`config.mk`:
```
export PLATFORM = sky130hd
export DESIGN_NAME = bps_patch_command_decoder
export DESIGN_NICKNAME = d
export VERILOG_FILES = /design/src/rtl/bpd_pkg.sv /design/src/rtl/bpd_fifo.sv /design/src/rtl/bpd_front.sv /design/src/rtl/bpd_back.sv /design/src/rtl/bps_patch_command_decoder.sv
export SDC_FILE = /design/constraint.sdc
export NUM_CORES = 2
export LEC_CHECK = 0
export BUFFER_PORTS_ARGS = -buffer_cell sky130_fd_sc_hd__buf_4
export CORE_ASPECT_RATIO = 1.25
export CORE_MARGIN = 5
export CORE_UTILIZATION = 45
export CTS_CLUSTER_SIZE = 25
export DETAILED_ROUTE_END_ITERATION = 8
export GPL_TIMING_DRIVEN = 0
export SLEW_MARGIN = 20
export SYNTH_ARGS = -nofsm -noshare
export SYNTH_HDL_FRONTEND = slang
export SYNTH_SLANG_ARGS = --single-unit
export TNS_END_PERCENT = 100
```
`constraint.sdc`:
```
create_clock -name clk -period 7.5 [get_ports clk]
set_input_delay 1.125 -clock clk [delete_from_list [all_inputs] [get_ports clk]]
set_output_delay 1.125 -clock clk [all_outputs]
set_load 0.05 [all_outputs]
```
`src/rtl/bpd_pkg.sv`:
```
// Package for the BPS patch command decoder.
// Holds the phase, token and result types, field widths and the magic bytes.
// No dependencies.
`default_nettype none
package bpd_pkg;

	localparam int TOK_DEPTH_DEF = 4;
	localparam int OUT_DEPTH_DEF = 2;
	localparam int MAX_GROUPS = 10;
	localparam int LIVE_GROUPS = 5;

	typedef enum logic [3:0] {
		P_MAGIC, P_SRC, P_DST, P_META, P_SKIP, P_CMD, P_LIT, P_REL, P_FINISH, P_HALT
	} phase_t;

	typedef enum logic [2:0] {
		K_SREAD = 3'd0, K_LIT = 3'd1, K_SCOPY = 3'd2, K_TCOPY = 3'd3,
		K_HDR = 3'd4, K_DONE = 3'd5, K_ERR = 3'd6
	} kind_t;

	typedef enum logic [2:0] {
		E_NONE = 3'd0, E_MAGIC = 3'd1, E_SRC = 3'd2, E_TRUNC = 3'd3, E_DST = 3'd4
	} err_t;

	// front to back: kind K_DONE means final check, K_ERR carries a code
	typedef struct packed {
		kind_t       op;
		err_t        code;
		logic        bump;    // literal advanced the offset before the error
		logic        set_dts; // header size arrives with the error
		logic [30:0] len;
		logic [31:0] val;
		logic [7:0]  lit;
	} token_t;

	typedef struct packed {
		kind_t       kind;
		logic [31:0] write_address;
		logic [31:0] read_address;
		logic [30:0] copy_length;
		logic [7:0]  literal_value;
		logic [31:0] target_size;
		err_t        error_code;
	} result_t;

	function automatic logic [7:0] magic_byte(input logic [1:0] pos);
		logic [7:0] r;
		unique case (pos)
			2'd0: r = 8'h42;
			2'd1: r = 8'h50;
			2'd2: r = 8'h53;
			default: r = 8'h31;
		endcase
		return r;
	endfunction

	// low 32 bits of 2^(7*groups)
	function automatic logic [31:0] group_weight(input logic [3:0] groups);
		logic [31:0] r;
		r = 32'd0;
		if (groups < 4'(LIVE_GROUPS))
			r = 32'd1 << (6'(groups) * 6'd7);
		return r;
	endfunction

endpackage
`default_nettype wire

```
`src/rtl/bpd_fifo.sv`:
```
// Small synchronous FIFO used for the token queue and the result queue.
// Depends on nothing; DEPTH must be a power of two.
`default_nettype none
module bpd_fifo #(
	parameter int DEPTH = 4,
	parameter int WIDTH = 8
) (
	input  wire logic             clk,
	input  wire logic             arst_n,
	input  wire logic             push,
	input  wire logic [WIDTH-1:0] wdata,
	output logic                  full,
	input  wire logic             pop,
	output logic [WIDTH-1:0]      rdata,
	output logic                  empty
);
	localparam int AW = (DEPTH > 1) ? $clog2(DEPTH) : 1;
	localparam int CW = $clog2(DEPTH + 1);

	logic [WIDTH-1:0] mem_q [DEPTH];
	logic [AW-1:0]    wr_q, rd_q;
	logic [CW-1:0]    count_q;
	logic             do_push, do_pop;

	assign full    = (count_q == CW'(DEPTH));
	assign empty   = (count_q == '0);
	assign do_push = push && !full;
	assign do_pop  = pop && !empty;
	assign rdata   = mem_q[rd_q];

	// storage
	always_ff @(posedge clk) begin
		if (do_push)
			mem_q[wr_q] <= wdata;
	end

	// pointers and fill count
	always_ff @(posedge clk or negedge arst_n) begin
		if (!arst_n) begin
			wr_q    <= '0;
			rd_q    <= '0;
			count_q <= '0;
		end else begin
			if (do_push)
				wr_q <= wr_q + AW'(1);
			if (do_pop)
				rd_q <= rd_q + AW'(1);
			if (do_push && !do_pop)
				count_q <= count_q + CW'(1);
			else if (do_pop && !do_push)
				count_q <= count_q - CW'(1);
		end
	end

	a_count_bound: assert property (@(posedge clk) disable iff (!arst_n)
		count_q <= CW'(DEPTH)) else $error("fifo overfilled");
	a_count_up: assert property (@(posedge clk) disable iff (!arst_n)
		(do_push && !do_pop) |=> count_q == $past(count_q) + CW'(1))
		else $error("fifo count missed a push");
	a_count_down: assert property (@(posedge clk) disable iff (!arst_n)
		(do_pop && !do_push) |=> count_q == $past(count_q) - CW'(1))
		else $error("fifo count missed a pop");

endmodule
`default_nettype wire

```
`src/rtl/bpd_front.sv`:
```
// Front end: checks the magic, decodes the varints, skips metadata and
// turns each patch byte into at most one token. Depends on bpd_pkg.
`default_nettype none
module bpd_front (
	input  wire logic          clk,
	input  wire logic          arst_n,
	input  wire logic          cfg_valid,
	input  wire logic [31:0]   cfg_data,
	input  wire logic          push,
	input  wire logic [7:0]    patch_byte,
	input  wire logic          body_end,
	input  wire logic          tok_full,
	output logic               tok_push,
	output bpd_pkg::token_t    tok
);
	import bpd_pkg::*;

	phase_t      phase_q, phase_d;
	logic [1:0]  mpos_q, mpos_d;
	logic [31:0] vval_q, vval_d;
	logic [3:0]  vsh_q, vsh_d;
	logic [31:0] pend_q, pend_d;
	logic [31:0] rem_q, rem_d;
	logic [31:0] src_size_q;

	logic [31:0] vsum, vnow, rem_m1;
	logic [3:0]  sh_inc;
	logic        vdone, emitted, accept;
	err_t        err;
	logic [30:0] len_now, len_pend;

	assign accept   = push && !tok_full;
	assign len_now  = {1'b0, vsum[31:2]} + 31'd1;
	assign len_pend = {1'b0, pend_q[31:2]} + 31'd1;
	assign rem_m1   = rem_q - 32'd1;

	// varint group add
	always_comb begin
		vdone  = patch_byte[7];
		sh_inc = (vsh_q < 4'(MAX_GROUPS)) ? vsh_q + 4'd1 : vsh_q;
		vsum   = vval_q;
		if (vsh_q < 4'(LIVE_GROUPS))
			vsum = vval_q + ({25'd0, patch_byte[6:0]} << (6'(vsh_q) * 6'd7));
		vnow   = vsum + group_weight(sh_inc);
	end

	// phase machine
	always_comb begin
		phase_d  = phase_q;
		mpos_d   = mpos_q;
		vval_d   = vval_q;
		vsh_d    = vsh_q;
		pend_d   = pend_q;
		rem_d    = rem_q;
		err      = E_NONE;
		emitted  = 1'b0;
		tok_push = 1'b0;
		tok      = '0;
		if (accept && phase_q != P_HALT) begin
			if (phase_q == P_FINISH) begin
				tok.op   = K_DONE;
				tok_push = 1'b1;
				phase_d  = P_HALT;
			end else begin
				// varint phases share the accumulator
				if (phase_q == P_SRC || phase_q == P_DST || phase_q == P_META ||
				    phase_q == P_CMD || phase_q == P_REL) begin
					if (vdone) begin
						vval_d = '0;
						vsh_d  = '0;
					end else begin
						vval_d = vnow;
						vsh_d  = sh_inc;
					end
				end
				unique case (phase_q)
					P_MAGIC: begin
						if (patch_byte != magic_byte(mpos_q))
							err = E_MAGIC;
						else if (mpos_q == 2'd3) begin
							mpos_d  = '0;
							phase_d = P_SRC;
						end else
							mpos_d = mpos_q + 2'd1;
					end
					P_SRC: begin
						if (vdone) begin
							if (vsum != src_size_q)
								err = E_SRC;
							else
								phase_d = P_DST;
						end
					end
					P_DST: begin
						if (vdone) begin
							tok.op  = K_HDR;
							tok.val = vsum;
							emitted = 1'b1;
							phase_d = P_META;
						end
					end
					P_META: begin
						if (vdone) begin
							rem_d   = vsum;
							phase_d = (vsum != '0) ? P_SKIP : P_CMD;
						end
					end
					P_SKIP: begin
						rem_d = rem_m1;
						if (rem_m1 == '0)
							phase_d = P_CMD;
					end
					P_CMD: begin
						if (vdone) begin
							pend_d = vsum;
							unique case (vsum[1:0])
								2'd0: begin
									tok.op  = K_SREAD;
									tok.len = len_now;
									emitted = 1'b1;
								end
								2'd1: begin
									rem_d   = {1'b0, len_now};
									phase_d = P_LIT;
								end
								default: phase_d = P_REL;
							endcase
						end
					end
					P_LIT: begin
						tok.op  = K_LIT;
						tok.lit = patch_byte;
						emitted = 1'b1;
						rem_d   = rem_m1;
						if (rem_m1 == '0)
							phase_d = P_CMD;
					end
					P_REL: begin
						if (vdone) begin
							tok.op  = (pend_q[1:0] == 2'd2) ? K_SCOPY : K_TCOPY;
							tok.len = len_pend;
							tok.val = vsum;
							emitted = 1'b1;
							phase_d = P_CMD;
						end
					end
					default: ;
				endcase
				// errors, truncation and clean end
				if (err != E_NONE) begin
					tok      = '0;
					tok.op   = K_ERR;
					tok.code = err;
					tok_push = 1'b1;
					phase_d  = P_HALT;
				end else if (body_end) begin
					if (phase_d != P_CMD || vsh_d != '0) begin
						tok.bump    = emitted && (tok.op == K_LIT);
						tok.set_dts = emitted && (tok.op == K_HDR);
						tok.op      = K_ERR;
						tok.code    = E_TRUNC;
						tok_push    = 1'b1;
						phase_d     = P_HALT;
					end else if (emitted) begin
						tok_push = 1'b1;
						phase_d  = P_FINISH;
					end else begin
						tok.op   = K_DONE;
						tok_push = 1'b1;
						phase_d  = P_HALT;
					end
				end else
					tok_push = emitted;
			end
		end
	end

	always_ff @(posedge clk or negedge arst_n) begin
		if (!arst_n) begin
			phase_q    <= P_MAGIC;
			mpos_q     <= '0;
			vval_q     <= '0;
			vsh_q      <= '0;
			pend_q     <= '0;
			rem_q      <= '0;
			src_size_q <= '0;
		end else begin
			phase_q <= phase_d;
			mpos_q  <= mpos_d;
			vval_q  <= vval_d;
			vsh_q   <= vsh_d;
			pend_q  <= pend_d;
			rem_q   <= rem_d;
			if (cfg_valid)
				src_size_q <= cfg_data;
		end
	end

endmodule
`default_nettype wire

```
`src/rtl/bpd_back.sv`:
```
// Back end: keeps the output offset, both relative pointers and the declared
// size, and turns tokens into result items. Depends on bpd_pkg.
`default_nettype none
module bpd_back (
	input  wire logic          clk,
	input  wire logic          arst_n,
	input  wire logic          tok_empty,
	input  wire bpd_pkg::token_t tok,
	output logic               tok_pop,
	input  wire logic          res_full,
	output logic               res_push,
	output bpd_pkg::result_t   res
);
	import bpd_pkg::*;

	logic [31:0] off_q, off_d, srel_q, srel_d, trel_q, trel_d, dts_q, dts_d;
	logic [31:0] rel_base, rel_new, off_err, dts_err;

	assign tok_pop  = !tok_empty && !res_full;
	assign res_push = tok_pop;

	// relative pointer step
	always_comb begin
		rel_base = (tok.op == K_SCOPY) ? srel_q : trel_q;
		rel_new  = tok.val[0] ? rel_base - {1'b0, tok.val[31:1]}
		                      : rel_base + {1'b0, tok.val[31:1]};
		off_err  = tok.bump ? off_q + 32'd1 : off_q;
		dts_err  = tok.set_dts ? tok.val : dts_q;
	end

	// token to result
	always_comb begin
		off_d  = off_q;
		srel_d = srel_q;
		trel_d = trel_q;
		dts_d  = dts_q;
		res    = '0;
		res.kind = tok.op;
		unique case (tok.op)
			K_SREAD: begin
				res.write_address = off_q;
				res.read_address  = off_q;
				res.copy_length   = tok.len;
				off_d             = off_q + {1'b0, tok.len};
			end
			K_LIT: begin
				res.write_address = off_q;
				res.copy_length   = 31'd1;
				res.literal_value = tok.lit;
				off_d             = off_q + 32'd1;
			end
			K_SCOPY, K_TCOPY: begin
				res.write_address = off_q;
				res.read_address  = rel_new;
				res.copy_length   = tok.len;
				off_d             = off_q + {1'b0, tok.len};
				if (tok.op == K_SCOPY)
					srel_d = rel_new + {1'b0, tok.len};
				else
					trel_d = rel_new + {1'b0, tok.len};
			end
			K_HDR: begin
				res.target_size = tok.val;
				dts_d           = tok.val;
			end
			K_DONE: begin
				res.write_address = off_q;
				res.target_size   = dts_q;
				if (off_q != dts_q) begin
					res.kind       = K_ERR;
					res.error_code = E_DST;
				end
			end
			K_ERR: begin
				res.write_address = off_err;
				res.target_size   = dts_err;
				res.error_code    = tok.code;
				off_d             = off_err;
				dts_d             = dts_err;
			end
			default: res.kind = K_ERR;
		endcase
	end

	always_ff @(posedge clk or negedge arst_n) begin
		if (!arst_n) begin
			off_q  <= '0;
			srel_q <= '0;
			trel_q <= '0;
			dts_q  <= '0;
		end else if (tok_pop) begin
			off_q  <= off_d;
			srel_q <= srel_d;
			trel_q <= trel_d;
			dts_q  <= dts_d;
		end
	end

endmodule
`default_nettype wire

```
`src/rtl/bps_patch_command_decoder.sv`:
```
// Top level of the BPS patch command decoder: front end, token queue,
// back end and result queue. Depends on bpd_pkg and all bpd_* modules.
//
//  channel   handshake                   payload
//  input     push / full                 patch_byte, body_end
//  result    empty / pop                 kind .. error_code
//  config    cfg_valid / cfg_ready       cfg_data (expected source size)
//
// One patch byte is taken every cycle while the token queue has room; a
// result reaches the result ports through the token queue, then the result
// queue, and can be popped once it is there.
// Reset clears the phase, all offsets and both queues.
// A stalled pop fills the result queue, then the token queue, then raises full.
`default_nettype none
module bps_patch_command_decoder #(
	parameter int TOK_DEPTH = bpd_pkg::TOK_DEPTH_DEF,
	parameter int OUT_DEPTH = bpd_pkg::OUT_DEPTH_DEF
) (
	input  wire logic        clk,
	input  wire logic        arst_n,
	input  wire logic        cfg_valid,
	output logic             cfg_ready,
	input  wire logic [31:0] cfg_data,
	input  wire logic        push,
	output logic             full,
	input  wire logic [7:0]  patch_byte,
	input  wire logic        body_end,
	output logic             empty,
	input  wire logic        pop,
	output logic [2:0]       kind,
	output logic [31:0]      write_address,
	output logic [31:0]      read_address,
	output logic [30:0]      copy_length,
	output logic [7:0]       literal_value,
	output logic [31:0]      target_size,
	output logic [2:0]       error_code
);
	import bpd_pkg::*;

	token_t  tok_in, tok_out;
	result_t res_in, res_out;
	logic    tok_push, tok_full, tok_empty, tok_pop, res_push, res_full;

	assign cfg_ready = 1'b1;
	assign full      = tok_full;

	bpd_front u_front (
		.clk, .arst_n, .cfg_valid, .cfg_data, .push, .patch_byte, .body_end,
		.tok_full, .tok_push, .tok(tok_in)
	);

	bpd_fifo #(.DEPTH(TOK_DEPTH), .WIDTH($bits(token_t))) u_tokq (
		.clk, .arst_n, .push(tok_push), .wdata(tok_in), .full(tok_full),
		.pop(tok_pop), .rdata(tok_out), .empty(tok_empty)
	);

	bpd_back u_back (
		.clk, .arst_n, .tok_empty, .tok(tok_out), .tok_pop,
		.res_full, .res_push, .res(res_in)
	);

	bpd_fifo #(.DEPTH(OUT_DEPTH), .WIDTH($bits(result_t))) u_resq (
		.clk, .arst_n, .push(res_push), .wdata(res_in), .full(res_full),
		.pop, .rdata(res_out), .empty
	);

	assign kind          = res_out.kind;
	assign write_address = res_out.write_address;
	assign read_address  = res_out.read_address;
	assign copy_length   = res_out.copy_length;
	assign literal_value = res_out.literal_value;
	assign target_size   = res_out.target_size;
	assign error_code    = res_out.error_code;

endmodule
`default_nettype wire

```
# Word-level counts from Yosys, hierarchy flattened
# Memories as Yosys holds them, arrays and structs flattened.
# Cells that the tools add are included.
# Widths: inputs -> output; s select.
# classes
add_sub_neg	20
n_mul	2
order_cmp	3
eq_ne	31
shifts	2
n_mux	97
bitwise_logic	3
n_reduce_logical	56
# op_table
cell	count
$mux 32	11
$pmux 32 s3	3
$pmux 32 s2	4
$pmux 31 s2	2
$add 32x31->32	3
$mux 4	21
$mux 79	1
$mux 76	1
$mux 71	1
$add 32x32->32	2
$ne 32x32->1	2
$mux 63	1
$add 30x1->31 const B	2
$mux 31	2
$mux 8	7
$mux 3	14
$add 32x1->32 const B	1
$logic_not 32->1	1
$reduce_bool 32->1	1
$shl 1x6->32 const A	1
$shl 7x6->32	1
$sub 32x1->32 const B	1
$sub 32x31->32	1
$pmux 4 s7	1
other kinds (47)	129
# totals
regBits	277
mem_bits_rw	598
wordCells	233
mem_count	2
# mem_list
name	depth	word_bits	rd	rd_ports_with_merged_regs	wr	line_no	rtl
u_tokq.mem_q	4	79	1	0	1	bpd_fifo.sv:20	logic [WIDTH-1:0] mem_q [DEPTH];
u_resq.mem_q	2	141	1	0	1	bpd_fifo.sv:20	

# Logic depth before layout (Yosys ltp)
# logic_depth
depth_word	19
depth_mapped	36
ltp_nobuf	35

# By module
# A second synthesis with hierarchy kept.
# hier_totals
hier_cells	4743
area_unflattened_um2	52499.1
# modules_own_cells
module	n_inst	cells_each	area_per_inst_um2	seq_area_each_um2
bpd_front	1	2073	16042.9	3453.3
bpd_back	1	1761	13844.5	3203.1
bpd_fifo (u_tokq)	1	449	11905.2	9664.3
bpd_fifo (u_resq)	1	458	10695.3	8568.2
bps_patch_command_decoder	1	2	11.3	0.0

# Worst setup path after synthesis
# OpenSTA, ideal clock, no wires.
# synth_path
path_type	register to register
from	register u_front.vsh_q[2]
to	memory u_tokq.mem_q[0][0] in the netlist's numbering (enable)
setup_ns	0.445
arrival_time_ns	7.537
required_time_ns	7.055
setup_slack_ns	-0.481
stages_incl_launch_ff	29
n_path_buf	1
synth_period_minus_slack_ns	7.981
cell_sequence	dfrtp_1 inv_1 fa_1 inv_1 ha_1 inv_1 fa_1 xor2_1 or2_2 clkbuf_1 inv_1 nand2_1 nor2_1 and2_1 ha_1 inv_1 fa_1 nor2b_1 o31a_1 o31ai_2 a21oi_1 mux2i_1 o32ai_1 nor3_1 o2111ai_1 nor4_2 nor2_1 o31a_1 and2_1
# synth_via
elab_chain_cells	17
# synth_rtl
element	line_no	rtl
from (decl)	bpd_front.sv:21	logic [3:0] vsh_q, vsh_d;
from (signal assigned)	bpd_front.sv:191	vsh_q <= vsh_d;
$mul 4x3->6	bpd_front.sv:43	vsum = vval_q + ({25'd0, patch_byte[6:0]} << (6'(vsh_q) * 6'd7));
$shl 7x6->32	bpd_front.sv:43	
$add 32x32->32	bpd_front.sv:43	
$mux 32 *	bpd_front.sv:42	if (vsh_q < 4'(LIVE_GROUPS))
$ne 32x32->1 or $logic_not 2->1 (tied branches)	bpd_front.sv:88, bpd_front.sv:116	
$mux 2 or $mux 1 (tied branches)	bpd_front.sv:88, bpd_front.sv:116	
$mux 3 or $mux 1 (tied branches)	bpd_front.sv:87, bpd_front.sv:114	
$pmux 3 s2 or $pmux 1 s3 (tied branches)	bpd_front.sv:76	unique case (phase_q)
[... 2 more ...]	--	
$reduce_bool 3->1 or $mux 1 (tied branches)	bpd_front.sv:150, bpd_front.sv:156	
$mux 1 *	bpd_front.sv:150	if (err != E_NONE) begin
$mux 1 *	bpd_front.sv:60	if (phase_q == P_FINISH) begin
$mux 1 *	bpd_front.sv:59	if (accept && phase_q != P_HALT) begin
$logic_and 1x1->1 *	bpd_fifo.sv:27	assign do_push = push && !full;
named net u_tokq.do_push	bpd_fifo.sv:23	logic do_push, do_pop;
$mux 1 *	bpd_fifo.sv:33	if (do_push)
$mux 1 (not written as such) *	bpd_fifo.sv:34	mem_q[wr_q] <= wdata;
to (decl)	bpd_fifo.sv:20	
# The timed path passes the listed nets; every way through them passes the cells marked *. The select of a mux whose other input is x is not followed.

==> impl_results.md <==
* Routability cong. at 1.01
* H-tree levels at 3
* # rows at 137
* Iteration-0 DRC Markers at 3082
* Synth Area per Inst at roughly 11 um^2
* Commonest non-fill, non-tap cell in the layout: edfxtp_1
* Drt first pass iters at 8
* DRT Wirelength at between 150000 and 200000 um
* Worst Tran Pin Value at 1.19 ns
* Nets@finish at roughly 5200
* # hold bufs at CTS at 0
* Status: complete, no violations
* Syn Nets at 4845
* CTS tree: built
* Vias in the first global route at roughly 39000
* Routed Antenna Nets at 0
* Commonest non-fill, non-tap cells in the layout: 594 x edfxtp_1, 433 x nand2_1, 355 x nor2_1
* Max-slew violations at 0
* Synthesized cell area at 50200 um^2
* Core Area at 111000 um^2
* Clock skew at 0.0469 ns
* Synth cell types at 99
* Critical Path RT at 7.87 ns
* Post-layout instance area at 58600 um^2
* Chip height at 383 um
* I/O pins at 190
* Hold Path Class: in2async
* Synth Instances at 4595
* First-pass GRT wire length at 258000 um
* Slowest stage cell on the critical path: dfrtp_2
* Avg WL per Cell at 27.3 um
* Layout overhead on the synthesized area at 16.7%
* Placed cell count at about 6300
* Setup violators final at 0
* Global route overflow at 0
* Post-synth EDFFs at between 500 and 600
* Crit path max fanout at 7
* Largest net degree at the start of global routing at 86
* Clock-pin transition on the worst setup and hold timing paths at ~0.06 ns
* Synth Register Bits at 871
* Top post-synthesis cells by area: edfxtp_1 36%, dfrtp_1 14%, mux2_2 6.0%
* Starting Density at between 40% and 50%
* Via count at between 30000 and 40000
* Tcrit/Tclk final at between 90% and 100%
* Sink Count at between 800 and 900
* Slew HR at 20.0%
* CP Capture Type: flop
* Die W at about 300 um
* Asr flop ratio synth at a little under a third
* Initial antenna violation count at 5
* Final hold vios at 0
* CP startpoint kind: flop
* CP max stage delay at 0.46 ns
* Crit Path Category: reg2reg
* Root Driver: clkbuf_16
* Cell mode on critical path: inv_1
* Share of cells above drive strength 1 at about 20%
* DRC errors left at 0
* Data arrival time of the worst path at 7.69 ns
* Min cycle time layout at 7.32 ns
* Share of the synthesized area in the top cell type at 35.5%
* Leading area contributor after synthesis: edfxtp_1
* Achievable Freq at 137 MHz
* Port-buffer cells at 186
* RSZ-0062 raised after global routing: yes
* Num CTS Buffers at 89
* Die ar. at 118000 um^2
* Clk_lat worst skew at 0.72 ns
* Final HPWL DP at around 130000 um
* Final cell count without fillers at 6503
* Ys Warns at 0
* Sequential area share after synthesis at 49.3%
* DR vias/cell at ~6
* DP Area at 53900 um^2
* Clock Path Buffers at 3
* GRT Util Overall at 29.4%
* Max_cap viols at 0
* Main synth FF type: edfxtp_1
==> final cells by class <==
type	instances	area, um^2
fill	9845	52600
antenna	6	15.0
clock inverter	59	689
sequential	871	24800
tap	1459	1830
buffer	253	1170
inverter	139	532
clock buffer	109	2330
multi-input combinational	3332	25000
timing repair buffer	275	2340
==> cells by family after synthesis <==
family | after synthesis | share of synthesized area, %
and+or+nand+nor | 1394 | 13.2
AOI/OAI and AO/OA | 1050 | 13.6
DFF | 871 | 49.3
buffers and inverters | 396 | 3.11
muxes | 376 | 10.1
xor gates and xnor gates | 303 | 5.36
adders and majority gates | 204 | 5.29
other | 1 | 0.00747
==> state kept, by name (all words and copies together), names as in the netlist, 2 cells and up <==
register and flops:
u_back.dts_q 32, u_back.off_q 32, u_back.srel_q 32, u_back.trel_q 32, u_front.mpos_q 2, u_front.pend_q 32
u_front.phase_q 4, u_front.rem_q 32, u_front.src_size_q 32, u_front.vsh_q 4, u_front.vval_q 32, u_resq.count_q 2
u_resq.mem_q 282, u_tokq.count_q 3, u_tokq.mem_q 312, u_tokq.rd_q 2, u_tokq.wr_q 2
==> repair_timing <==
action,4_1_cts,5_1_grt
cloned,4,0
pin swaps,30,25
setup endpoints to repair,729,626
setup buffers,29,40
resized for setup,191,96
==> cells in the mapped netlist, drive strengths merged (39+ instances only) <==
cell / count
xor2: 73
a22o: 57
nor3: 104
dfrtp: 277
mux4: 77
ha: 190
o21ai: 275
o21a: 39
nand2: 435
a21o: 55
a21oi: 250
xnor2: 228
edfxtp: 594
inv: 136
mux2: 269
buf: 70
and3: 89
nor2b: 46
a22oi: 61
nor2: 379
nand3: 75
nand4: 54
a31oi: 41
clkbuf: 187
==> routing by layer <==
layer | wire length [um] | global-route usage [%] | up-vias | part of all wire [%]
met2 | 88200 | 51.5 | 1579 | 50
li1 | - | - | 17900 | -
met5 | 17 | 0 | - | 0.0096
met1 | 63800 | 32.7 | 19300 | 36
met3 | 9820 | 4.06 | 574 | 5.5
met4 | 15900 | 21.2 | 2 | 8.9
==> final timing paths <==
| kind | end | depth (start not counted) | startpoint | slack, ns |
|---|---|---|---|---|
| min in group clk | u_back.trel_q[20] | 2 | u_back.trel_q[20] | 0.47 |
| max reg2reg | u_tokq.mem_q[0][73] | 30 | u_front.vsh_q[2] | 0.18 |
| max | u_tokq.mem_q[0][73] | 30 | u_front.vsh_q[2] | 0.18 |
| min reg2reg | u_back.trel_q[20] | 2 | u_back.trel_q[20] | 0.47 |
| max in group asynchronous | u_back.dts_q[31] | 3 | arst_n | 5.96 |
| min | u_front.rem_q[19] | 1 | arst_n | 0.34 |
==> critical path: cells and delay by family (launching register included) <==
| family | cells | cell delay (ns) |
|---|---|---|
| flops | 1 | 0.46 |
| simple gates | 9 | 1.91 |
| fa+ha+maj | 5 | 1.64 |
| buf+inv | 9 | 1.16 |
| compound gates | 6 | 1.63 |
| xor+xnor | 1 | 0.20 |
==> stage by stage <==
step	setup WS [ns]	hold slack, ns	TNS, ns	utilization, %
6_report	0.180	0.338	0	52.7
2_1_floorplan	0.00444	0.442	0	-
3_5_place_dp	-2.66	0.459	-970.31	48.5
3_3_place_gp	-3.48	0.457	-1956.21	48.0
4_1_cts	0.00624	0.313	0	52.1
5_1_grt	-0.0664	0.353	-0.344	52.7
Power is left out: the tool's default activity adds up to more than one toggle a clock period on the data nets, which glitch-free logic cannot reach.
